<file path="src/rtl/assert_macros.svh">
// Assertion macros shared by the RTL of the feature window distance block.
// Depends on nothing; the macros compile to nothing when SYNTH is defined.
`ifndef ASSERT_MACROS_SVH
`define ASSERT_MACROS_SVH

`ifndef SYNTH
// same-cycle implication
`define WFWD_ASSERT_IMP(name, ck, rn, ante, cons) \
	name: assert property (@(posedge ck) disable iff (!rn) (ante) |-> (cons)) \
		else $error("same-cycle implication failed");
// next-cycle implication
`define WFWD_ASSERT_NXT(name, ck, rn, ante, cons) \
	name: assert property (@(posedge ck) disable iff (!rn) (ante) |=> (cons)) \
		else $error("next-cycle implication failed");
`else
`define WFWD_ASSERT_IMP(name, ck, rn, ante, cons)
`define WFWD_ASSERT_NXT(name, ck, rn, ante, cons)
`endif

`endif

</file>
<file path="src/rtl/wfwd_pkg.sv">
// Shared types and constants of the feature window distance block.
// No dependencies; imported by the top level and its arithmetic units.
package wfwd_pkg;

	// register indexes on the configuration port
	typedef enum logic [2:0] {
		REG_PROP_MAX = 3'd0,
		REG_PROP_MIN = 3'd1,
		REG_PROG_MAX = 3'd2,
		REG_PROG_MIN = 3'd3,
		REG_MIX      = 3'd4,
		REG_NORM     = 3'd5,
		REG_COLUMNS  = 3'd6
	} wfwd_reg_t;

	localparam int CFG_AW    = 3;
	localparam int CFG_DW    = 16;

	// shared multiplier operand widths
	localparam int MUL_A_W   = 33;
	localparam int MUL_B_W   = 18;
	localparam int MUL_P_W   = MUL_A_W + MUL_B_W;

	// divide / root unit
	localparam int DS_OP_W   = 32;
	localparam int DS_DIV_W  = 16;
	localparam int DS_Q_W    = 24;
	localparam int DS_REM_W  = 20;
	localparam int DIV_STEPS  = 24;
	localparam int ROOT_STEPS = 16;

	typedef struct packed {
		logic                start;
		logic                is_root;
		logic [DS_OP_W-1:0]  operand;
		logic [DS_DIV_W-1:0] divisor;
	} wfwd_dsreq_t;

	typedef struct packed {
		logic              busy;
		logic              done;
		logic [DS_Q_W-1:0] result;
	} wfwd_dsstat_t;

endpackage

</file>
<file path="src/rtl/wfwd_mul.sv">
// Shared signed multiplier with a registered product.
// Depends on wfwd_pkg for operand widths.
module wfwd_mul
	import wfwd_pkg::*;
(
	input  logic                      clk,
	input  logic signed [MUL_A_W-1:0] a,
	input  logic signed [MUL_B_W-1:0] b,
	output logic signed [MUL_P_W-1:0] p
);

	logic signed [MUL_P_W-1:0] p_q;

	always_ff @(posedge clk) begin
		p_q <= MUL_P_W'(a) * MUL_P_W'(b);
	end

	assign p = p_q;

endmodule

</file>
<file path="src/rtl/wfwd_divsqrt.sv">
// Iterative unsigned divider and integer square root sharing one
// compare/subtract step. Depends on wfwd_pkg for the request/status types.
module wfwd_divsqrt
	import wfwd_pkg::*;
(
	input  logic         clk,
	input  logic         arst_n,
	input  wfwd_dsreq_t  req,
	output wfwd_dsstat_t stat
);

	logic                busy_q;
	logic                done_q;
	logic                root_q;
	logic [4:0]          cnt_q;
	logic [DS_OP_W-1:0]  x_q;
	logic [DS_REM_W-1:0] rem_q;
	logic [DS_Q_W-1:0]   q_q;
	logic [DS_DIV_W-1:0] div_q;

	logic [DS_REM_W-1:0] rem_sh;
	logic [DS_REM_W-1:0] trial;
	logic                ge;

	// root: bring down two bits, trial is 4*root+1; divide: one bit against divisor
	always_comb begin
		if (root_q) begin
			rem_sh = {rem_q[DS_REM_W-3:0], x_q[DS_OP_W-1 -: 2]};
			trial  = {2'b00, q_q[15:0], 2'b01};
		end else begin
			rem_sh = {rem_q[DS_REM_W-2:0], x_q[DS_OP_W-1]};
			trial  = {{(DS_REM_W-DS_DIV_W){1'b0}}, div_q};
		end
		ge = (rem_sh >= trial);
	end

	always_ff @(posedge clk or negedge arst_n) begin
		if (!arst_n) begin
			busy_q <= 1'b0;
			done_q <= 1'b0;
			root_q <= 1'b0;
			cnt_q  <= '0;
			x_q    <= '0;
			rem_q  <= '0;
			q_q    <= '0;
			div_q  <= '0;
		end else begin
			done_q <= 1'b0;
			if (!busy_q) begin
				if (req.start) begin
					busy_q <= 1'b1;
					root_q <= req.is_root;
					x_q    <= req.operand;
					div_q  <= req.divisor;
					rem_q  <= '0;
					q_q    <= '0;
					cnt_q  <= req.is_root ? 5'(ROOT_STEPS - 1) : 5'(DIV_STEPS - 1);
				end
			end else begin
				rem_q <= ge ? (rem_sh - trial) : rem_sh;
				q_q   <= {q_q[DS_Q_W-2:0], ge};
				x_q   <= root_q ? {x_q[DS_OP_W-3:0], 2'b00} : {x_q[DS_OP_W-2:0], 1'b0};
				if (cnt_q == '0) begin
					busy_q <= 1'b0;
					done_q <= 1'b1;
				end else begin
					cnt_q <= cnt_q - 5'd1;
				end
			end
		end
	end

	assign stat.busy   = busy_q;
	assign stat.done   = done_q;
	assign stat.result = q_q;

endmodule

</file>
<file path="src/rtl/weighted_feature_window_distance.sv">
// Weighted feature window distance: sequencer, state and configuration.
// Depends on wfwd_pkg, wfwd_mul, wfwd_divsqrt and assert_macros.svh.
//
// Input items arrive on s_axis, one column pair per item, row by row; column 0
// carries energy and the row weight. A row closes on tlast (row end) or on
// tuser (window end); a window end also emits one result item on m_axis.
// Configuration is written through cfg_we/cfg_addr/cfg_wdata by the user while
// idle; the block does not enforce it. One item is in flight at a time;
// s_axis_tready is high only when idle. Per item, on the shared units:
//   column 0 item: two 24-step divisions for the scaling,
//   other counted column: square and saturating add,
//   ignored column: no square or add,
//   row end adds a 16-step root and six multiplies,
//   window end adds the final scaling by norm, then the result is registered on m_axis.
// The result item is held in an output register until taken; new items are
// accepted meanwhile, and a second window end waits only if the first is
// still not taken. Reset clears all state and restores default registers.
`include "assert_macros.svh"

module weighted_feature_window_distance
	import wfwd_pkg::*;
#(
	parameter int MAX_COLUMNS = 32
) (
	input  logic              clk,
	input  logic              arst_n,
	input  logic              s_axis_tvalid,
	output logic              s_axis_tready,
	input  logic [47:0]       s_axis_tdata,  // prop_value, prog_value, row_weight
	input  logic              s_axis_tlast,  // row_end
	input  logic              s_axis_tuser,  // window_end
	output logic              m_axis_tvalid,
	input  logic              m_axis_tready,
	output logic [63:0]       m_axis_tdata,  // energy_led_distance, spectrum_led_distance
	input  logic              cfg_we,
	input  logic [CFG_AW-1:0] cfg_addr,
	input  logic [CFG_DW-1:0] cfg_wdata
);

	localparam logic [6:0] MaxCols = 7'(MAX_COLUMNS);

	typedef enum logic [4:0] {
		S_IDLE, S_DIVA_GO, S_DIVA_WAIT, S_DIVB_GO, S_DIVB_WAIT, S_EDIST,
		S_SQ_MUL, S_SQ_ADD, S_ROW, S_SQRT_GO, S_SQRT_WAIT,
		S_T1A, S_T1B, S_T1C, S_T1D, S_T1E, S_T2B, S_T2C, S_T2D, S_T2E,
		S_FB, S_FC, S_EMIT
	} state_t;

	state_t state_q;

	// configuration
	logic signed [15:0] prop_max_q, prop_min_q, prog_max_q, prog_min_q;
	logic [8:0]         mix_q;
	logic signed [15:0] norm_q;
	logic [5:0]         cols_q;

	// item and row state
	logic signed [15:0] in_a_q, in_b_q;
	logic               rend_q, wend_q;
	logic [5:0]         col_q;
	logic [14:0]        row_energy_q;
	logic signed [15:0] held_w_q;
	logic [30:0]        row_sum_q;
	logic [63:0]        acc_e_q, acc_s_q;
	logic signed [24:0] qa_q, qb_q;
	logic [15:0]        root_q;
	logic signed [27:0] tmp_q, sum_q;
	logic [31:0]        fin_e_q, fin_s_q;
	logic               m_valid_q;
	logic [63:0]        m_data_q;

	logic accept;
	assign accept = s_axis_tvalid && s_axis_tready;
	assign s_axis_tready = (state_q == S_IDLE);

	logic [6:0] cnt_eff;
	assign cnt_eff = ({1'b0, cols_q} > MaxCols) ? MaxCols : {1'b0, cols_q};

	// shared divide / root unit
	wfwd_dsreq_t  ds_req;
	wfwd_dsstat_t ds_stat;
	logic         ds_waiting;

	assign ds_waiting = (state_q == S_DIVA_WAIT) || (state_q == S_DIVB_WAIT) ||
	                    (state_q == S_SQRT_WAIT);

	// energy scaling operands, reference side first then compared side
	logic               sel_b;
	logic signed [15:0] sc_v, sc_mx, sc_mn, rng, rng_nz;
	logic [16:0]        num17, nmag17;
	logic               nneg, dneg;
	logic [15:0]        dmag;
	logic signed [24:0] qsigned;

	always_comb begin
		sel_b  = (state_q == S_DIVB_GO) || (state_q == S_DIVB_WAIT);
		sc_v   = sel_b ? in_b_q : in_a_q;
		sc_mx  = sel_b ? prog_max_q : prop_max_q;
		sc_mn  = sel_b ? prog_min_q : prop_min_q;
		rng    = sc_mx - sc_mn;
		rng_nz = (rng == 16'sd0) ? 16'sd1 : rng;
		dneg   = rng_nz[15];
		dmag   = dneg ? 16'(-rng_nz) : rng_nz;
		num17  = {sc_v[15], sc_v} - {sc_mn[15], sc_mn};
		nneg   = num17[16];
		nmag17 = nneg ? 17'(-num17) : num17;
		qsigned = (nneg ^ dneg) ? -$signed({1'b0, ds_stat.result})
		                        :  $signed({1'b0, ds_stat.result});
	end

	always_comb begin
		ds_req.start   = (state_q == S_DIVA_GO) || (state_q == S_DIVB_GO) ||
		                 (state_q == S_SQRT_GO);
		ds_req.is_root = (state_q == S_SQRT_GO);
		ds_req.divisor = dmag;
		ds_req.operand = (state_q == S_SQRT_GO) ? {1'b0, row_sum_q}
		                                        : {nmag17[15:0], 16'h0000};
	end

	wfwd_divsqrt u_divsqrt (
		.clk    (clk),
		.arst_n (arst_n),
		.req    (ds_req),
		.stat   (ds_stat)
	);

	// shared multiplier, operands picked by state
	logic signed [MUL_A_W-1:0] mul_a;
	logic signed [MUL_B_W-1:0] mul_b;
	logic signed [MUL_P_W-1:0] mul_p;
	logic signed [15:0]        diff;
	logic signed [15:0]        e_s;
	logic signed [9:0]         p_s, q_s;

	always_comb begin
		diff = in_a_q - in_b_q;
		e_s  = $signed({1'b0, row_energy_q});
		p_s  = $signed({1'b0, mix_q});
		q_s  = 10'sd256 - p_s;
		mul_a = '0;
		mul_b = '0;
		unique case (state_q)
			S_SQ_MUL: begin
				mul_a = MUL_A_W'(diff);
				mul_b = MUL_B_W'(diff);
			end
			S_T1A: begin
				mul_a = MUL_A_W'(e_s);
				mul_b = MUL_B_W'(p_s);
			end
			S_T1B, S_T2B: begin
				mul_a = MUL_A_W'($signed({1'b0, root_q}));
				mul_b = (state_q == S_T1B) ? MUL_B_W'(q_s) : MUL_B_W'(p_s);
			end
			S_T1D, S_T2D: begin
				mul_a = MUL_A_W'(sum_q);
				mul_b = MUL_B_W'(held_w_q);
			end
			S_T1E: begin
				mul_a = MUL_A_W'(e_s);
				mul_b = MUL_B_W'(q_s);
			end
			S_T2E: begin
				mul_a = $signed(acc_e_q[48:16]);
				mul_b = MUL_B_W'(norm_q);
			end
			S_FB: begin
				mul_a = $signed(acc_s_q[48:16]);
				mul_b = MUL_B_W'(norm_q);
			end
			default: begin
				mul_a = '0;
				mul_b = '0;
			end
		endcase
	end

	wfwd_mul u_mul (
		.clk (clk),
		.a   (mul_a),
		.b   (mul_b),
		.p   (mul_p)
	);

	logic signed [25:0] ediff;
	logic [25:0]        emag;
	logic [31:0]        sq_sum;

	always_comb begin
		ediff  = 26'(qa_q) - 26'(qb_q);
		emag   = ediff[25] ? 26'(-ediff) : 26'(ediff);
		sq_sum = {1'b0, row_sum_q} + {1'b0, mul_p[30:0]};
	end

	always_ff @(posedge clk or negedge arst_n) begin
		if (!arst_n) begin
			state_q      <= S_IDLE;
			prop_max_q   <= '0;
			prop_min_q   <= '0;
			prog_max_q   <= '0;
			prog_min_q   <= '0;
			mix_q        <= 9'd128;
			norm_q       <= 16'sd256;
			cols_q       <= 6'd13;
			in_a_q       <= '0;
			in_b_q       <= '0;
			rend_q       <= 1'b0;
			wend_q       <= 1'b0;
			col_q        <= '0;
			row_energy_q <= '0;
			held_w_q     <= '0;
			row_sum_q    <= '0;
			acc_e_q      <= '0;
			acc_s_q      <= '0;
			qa_q         <= '0;
			qb_q         <= '0;
			root_q       <= '0;
			tmp_q        <= '0;
			sum_q        <= '0;
			fin_e_q      <= '0;
			fin_s_q      <= '0;
			m_valid_q    <= 1'b0;
			m_data_q     <= '0;
		end else begin
			if (cfg_we) begin
				unique case (cfg_addr)
					REG_PROP_MAX: prop_max_q <= cfg_wdata;
					REG_PROP_MIN: prop_min_q <= cfg_wdata;
					REG_PROG_MAX: prog_max_q <= cfg_wdata;
					REG_PROG_MIN: prog_min_q <= cfg_wdata;
					REG_MIX:      mix_q      <= cfg_wdata[8:0];
					REG_NORM:     norm_q     <= cfg_wdata;
					REG_COLUMNS:  cols_q     <= cfg_wdata[5:0];
					default: ;
				endcase
			end

			// in S_EMIT the output register is reloaded below instead
			if (m_valid_q && m_axis_tready && (state_q != S_EMIT))
				m_valid_q <= 1'b0;

			unique case (state_q)
				S_IDLE: begin
					if (accept) begin
						in_a_q <= s_axis_tdata[15:0];
						in_b_q <= s_axis_tdata[31:16];
						rend_q <= s_axis_tlast;
						wend_q <= s_axis_tuser;
						if (col_q != 6'd63)
							col_q <= col_q + 6'd1;
						if (col_q == '0) begin
							held_w_q <= s_axis_tdata[47:32];
							state_q  <= S_DIVA_GO;
						end else if ({1'b0, col_q} < cnt_eff) begin
							state_q <= S_SQ_MUL;
						end else begin
							state_q <= S_ROW;
						end
					end
				end
				S_DIVA_GO: state_q <= S_DIVA_WAIT;
				S_DIVA_WAIT: begin
					if (ds_stat.done) begin
						qa_q    <= qsigned;
						state_q <= S_DIVB_GO;
					end
				end
				S_DIVB_GO: state_q <= S_DIVB_WAIT;
				S_DIVB_WAIT: begin
					if (ds_stat.done) begin
						qb_q    <= qsigned;
						state_q <= S_EDIST;
					end
				end
				S_EDIST: begin
					row_energy_q <= (emag > 26'd32767) ? 15'h7fff : emag[14:0];
					state_q      <= S_ROW;
				end
				S_SQ_MUL: state_q <= S_SQ_ADD;
				S_SQ_ADD: begin
					row_sum_q <= sq_sum[31] ? 31'h7fff_ffff : sq_sum[30:0];
					state_q   <= S_ROW;
				end
				S_ROW: state_q <= (rend_q || wend_q) ? S_SQRT_GO : S_IDLE;
				S_SQRT_GO: state_q <= S_SQRT_WAIT;
				S_SQRT_WAIT: begin
					if (ds_stat.done) begin
						root_q  <= ds_stat.result[15:0];
						state_q <= S_T1A;
					end
				end
				S_T1A: state_q <= S_T1B;
				S_T1B, S_T2B: begin
					tmp_q   <= mul_p[27:0];
					state_q <= (state_q == S_T1B) ? S_T1C : S_T2C;
				end
				S_T1C, S_T2C: begin
					sum_q   <= tmp_q + mul_p[27:0];
					state_q <= (state_q == S_T1C) ? S_T1D : S_T2D;
				end
				S_T1D: state_q <= S_T1E;
				S_T1E: begin
					acc_e_q <= acc_e_q + 64'(mul_p);
					state_q <= S_T2B;
				end
				S_T2D: state_q <= S_T2E;
				S_T2E: begin
					acc_s_q   <= acc_s_q + 64'(mul_p);
					col_q     <= '0;
					row_sum_q <= '0;
					state_q   <= wend_q ? S_FB : S_IDLE;
				end
				S_FB: begin
					fin_e_q <= mul_p[31:0];
					state_q <= S_FC;
				end
				S_FC: begin
					fin_s_q <= mul_p[31:0];
					acc_e_q <= '0;
					acc_s_q <= '0;
					state_q <= S_EMIT;
				end
				S_EMIT: begin
					// output register must be free or emptying this cycle
					if (!m_valid_q || m_axis_tready) begin
						m_valid_q <= 1'b1;
						m_data_q  <= {fin_s_q, fin_e_q};
						state_q   <= S_IDLE;
					end
				end
				default: state_q <= S_IDLE;
			endcase
		end
	end

	assign m_axis_tvalid = m_valid_q;
	assign m_axis_tdata  = m_data_q;

	`WFWD_ASSERT_IMP(a_done_when_waiting, clk, arst_n, ds_stat.done, ds_waiting)
	`WFWD_ASSERT_IMP(a_no_accept_busy, clk, arst_n, ds_stat.busy, !s_axis_tready)
	`WFWD_ASSERT_NXT(a_col0_scales, clk, arst_n, accept && (col_q == '0), state_q == S_DIVA_GO)

endmodule
</file>
<file path="config.mk">
export PLATFORM = sky130hd
export DESIGN_NAME = weighted_feature_window_distance
export DESIGN_NICKNAME = d
export VERILOG_FILES = /design/src/rtl/wfwd_pkg.sv /design/src/rtl/wfwd_mul.sv /design/src/rtl/wfwd_divsqrt.sv /design/src/rtl/weighted_feature_window_distance.sv
export VERILOG_INCLUDE_DIRS = /design/src /design/src/rtl
export SDC_FILE = /design/constraint.sdc
export NUM_CORES = 2
export LEC_CHECK = 0
export BUFFER_PORTS_ARGS = -buffer_cell sky130_fd_sc_hd__buf_2
export CAP_MARGIN = 40
export CORE_MARGIN = 2
export CORE_UTILIZATION = 49
export CTS_CLUSTER_SIZE = 14
export DETAILED_ROUTE_END_ITERATION = 10
export GPL_TIMING_DRIVEN = 1
export PLACE_DENSITY = 0.64
export SLEW_MARGIN = 40
export SYNTH_ARGS = -nofsm -noshare
export SYNTH_HDL_FRONTEND = slang
export SYNTH_HIERARCHICAL = 1
export SYNTH_SLANG_ARGS = --single-unit
</file>
<file path="constraint.sdc">
create_clock -name clk -period 25 [get_ports clk]
set_input_delay 5 -clock clk [delete_from_list [all_inputs] [get_ports clk]]
set_output_delay 5 -clock clk [all_outputs]
set_load 0.02 [all_outputs]
</file>
==> results.py <==
metrics = {
    "setup_path": {
        "cp.required_ps": 25600,
        "worstPathArrival_ps": 10180,
        "crit_path_frequent_cell": "fa_1",
        "worst-path-max-fanout": 27,
        "critPathSlowestCell": "dfrtp_1",
        "critPathKind": "flip-flop to flip-flop",
        "cp-end-kind": "flip-flop",
        "path_delay_family": "adder cells",
        "critPathMaxStageDelay_ps": 780,
        "worst-path-buf-inv": 6,
        "crit_path_start_kind": "flip-flop",
    },
    "global_routing": {
        "first_global_vias": 49200,
        "grtUsageMet2": 0.430,
        "grt-busiest-layer": "met2",
        "grt_usage": 0.270,
        "grt_max_degree": 128,
        "grt_remaining_overflow": 0,
        "grt.met3_usage": 0.0382,
        "grt_pass1_wl_mm": 281,
        "grt_use_met1": 0.383,
        "antenna_found_initial": 2,
    },
    "floorplanning": {
        "die_area_sq_um": 132000,
        "initial_core_util": 0.494,
        "fp.dieW_microns": 363,
        "coreArea_sq_um": 128000,
        "ios": 140,
        "rows": 131,
        "die_h_microns": 363,
    },
    "sta": {
        "setup_tns_ps": 0,
        "fin_skew_ps": 18.1,
        "fin_crit_sh": 0.383,
        "slew_headroom": 0.429,
        "slew_viol_final": 0,
        "rsz0062_at_grt": "false",
        "tightestPinTransition_ps": 853,
        "max_freq_mhz": 104,
        "finalHoldViolCount": 0,
        "setup_viol": 0,
        "period_needed_ps": 9580,
    },
    "synth": {
        "yosysWarnings": 6,
        "postSynthAreaPerCell_sq_um": 9.27,
        "syn-instance-count": 6800,
        "syn_area_sq_um": 63100,
        "syn_nets": 7824,
    },
    "clocking": {
        "cts_setup_buffers": 0,
        "cts_resized": 0,
        "hold_buffers": 0,
        "path_clk_slew_ps": 60,
        "cts_made_buffers": 82,
        "cts_tree": "yes",
        "cts_sinks": 699,
        "cts_buffer_depth": 3,
        "h-tree-depth": 3,
        "root_buffer": "clkbuf_16",
        "clock_latency_ps": 680,
    },
    "power_and_ir_drop": {
        "max-vdd-ir-drop_mv": 0.160,
        "leakage_uw": 0.0335,
        "p_per_area_nw_per_um2": 131,
    },
    "drt": {
        "antenna_left": 0,
        "first_pass_iters": 9,
        "vias": 49100,
        "routed_via_density": 5.75,
        "wl_mm": 176,
        "drc_errors": 0,
        "drt-initial-drc-count": 3934,
        "wl_per_cell_microns": 20.6,
    },
    "layout": {
        "final_nets": 7823,
        "fill_cells": 11700,
        "drive_gt1_frac": 0.116,
        "fin_cells": 8530,
        "area_growth_pct": 8.58,
    },
    "worst_hold_path": {
        "hp-class": "flip-flop to flip-flop",
    },
    "outcome": {
        "status": "finished clean",
    },
    "place": {
        "placedCellCount": 8374,
        "routabilityCongestion": 0.942,
        "hpwl_mm": 136,
        "port_buffers": 139,
    },
    "run": {
        "maxCapViolCount": 0,
    },
}
==> placed cells by master, fill, tap and decap left out, drive strengths merged, types with 65 or more instances in the layout <==
master,n
inv,761
a21oi,347
xor2,149
a211oi,79
nand2,973
nor2b,69
nor2,251
o21ai,364
clkbuf,115
nand3,114
a31oi,76
buf,231
and2,269
fa,572
a21o,147
nor3,65
dfrtp,645
mux2i,90
mux2,313
xnor2,149
ha,378
==> power by group <==
group          leakage [uW]  total [uW]  internal [uW]  switching, uW
logic                0.0233        5870           2280           3590
registers           0.00882        1850           1480            370
clock network       0.00139        1270            757            511
==> cell type report <==
type                       count  area (sq um)  share of cell area
sequential                   699         17300               0.252
tap                         1662          2080              0.0304
timing repair buffer         231          1520              0.0222
antenna                        1          2.50           0.0000365
clock inverter                37           480             0.00702
multi-input combinational   5031         41900               0.612
inverter                     754          2830              0.0413
clock buffer                 115          2360              0.0344
==> worst register-to-register path, delay by kind of cell (launching register included) <==
kind	cells	cell delay (ps)
fa+ha+maj	7	3360
buf+inv	6	950
xor+xnor	1	150
compound gates	5	1630
simple gates	9	2660
flops	1	780
==> state kept, by name, indices dropped and copies added, names as in the netlist, 19 cells and up <==
name,cells
row_sum_q,31
u_divsqrt/rem_q,19
m_axis_tdata,64
u_mul/p,49
sum_q,28
qa_q,25
fin_e_q,32
tmp_q,28
u_divsqrt/q_q,24
u_divsqrt/x_q,32
qb_q,25
acc_s_q,49
acc_e_q,49
fin_s_q,32
==> stage by stage <==
step	utilization	cell area (sq um)	hold WS (ps)	power [uW]	setup WS, ps
final	0.536	68500	471	8990	15420
after global routing	0.536	68500	495	9740	14830
after CTS	0.535	68400	474	8970	15360
after detailed placement	0.513	65500	459	7650	15390
after global placement	0.512	65300	456	7530	15210
after floorplan	-	63100	439	6160	16460
==> path summary, 6_finish.rpt <==
| check | start | to | slack, ps | depth (start not counted) |
|---|---|---|---|---|
| worst max register to register | state_q[4] | u_mul/p[48] | 15420 | 28 |
| max in group asynchronous | arst_n | tmp_q[18] | 17960 | 6 |
| min in group asynchronous | arst_n | prog_max_q[15] | 4210 | 1 |
| worst min-delay path | fin_s_q[16] | fin_s_q[16] | 470 | 2 |
| worst max-delay path | state_q[4] | u_mul/p[48] | 15420 | 28 |
| worst min register to register | fin_s_q[16] | fin_s_q[16] | 470 | 2 |
==> per-layer routing <==
metal  part of all wire  wire length [microns]
met2               0.46                  80500
met1               0.46                  80100
met3              0.059                  10500
met4              0.028                   4970
met5           0.000051                      9
No activity file was read; power rests on OpenSTA's default activity.
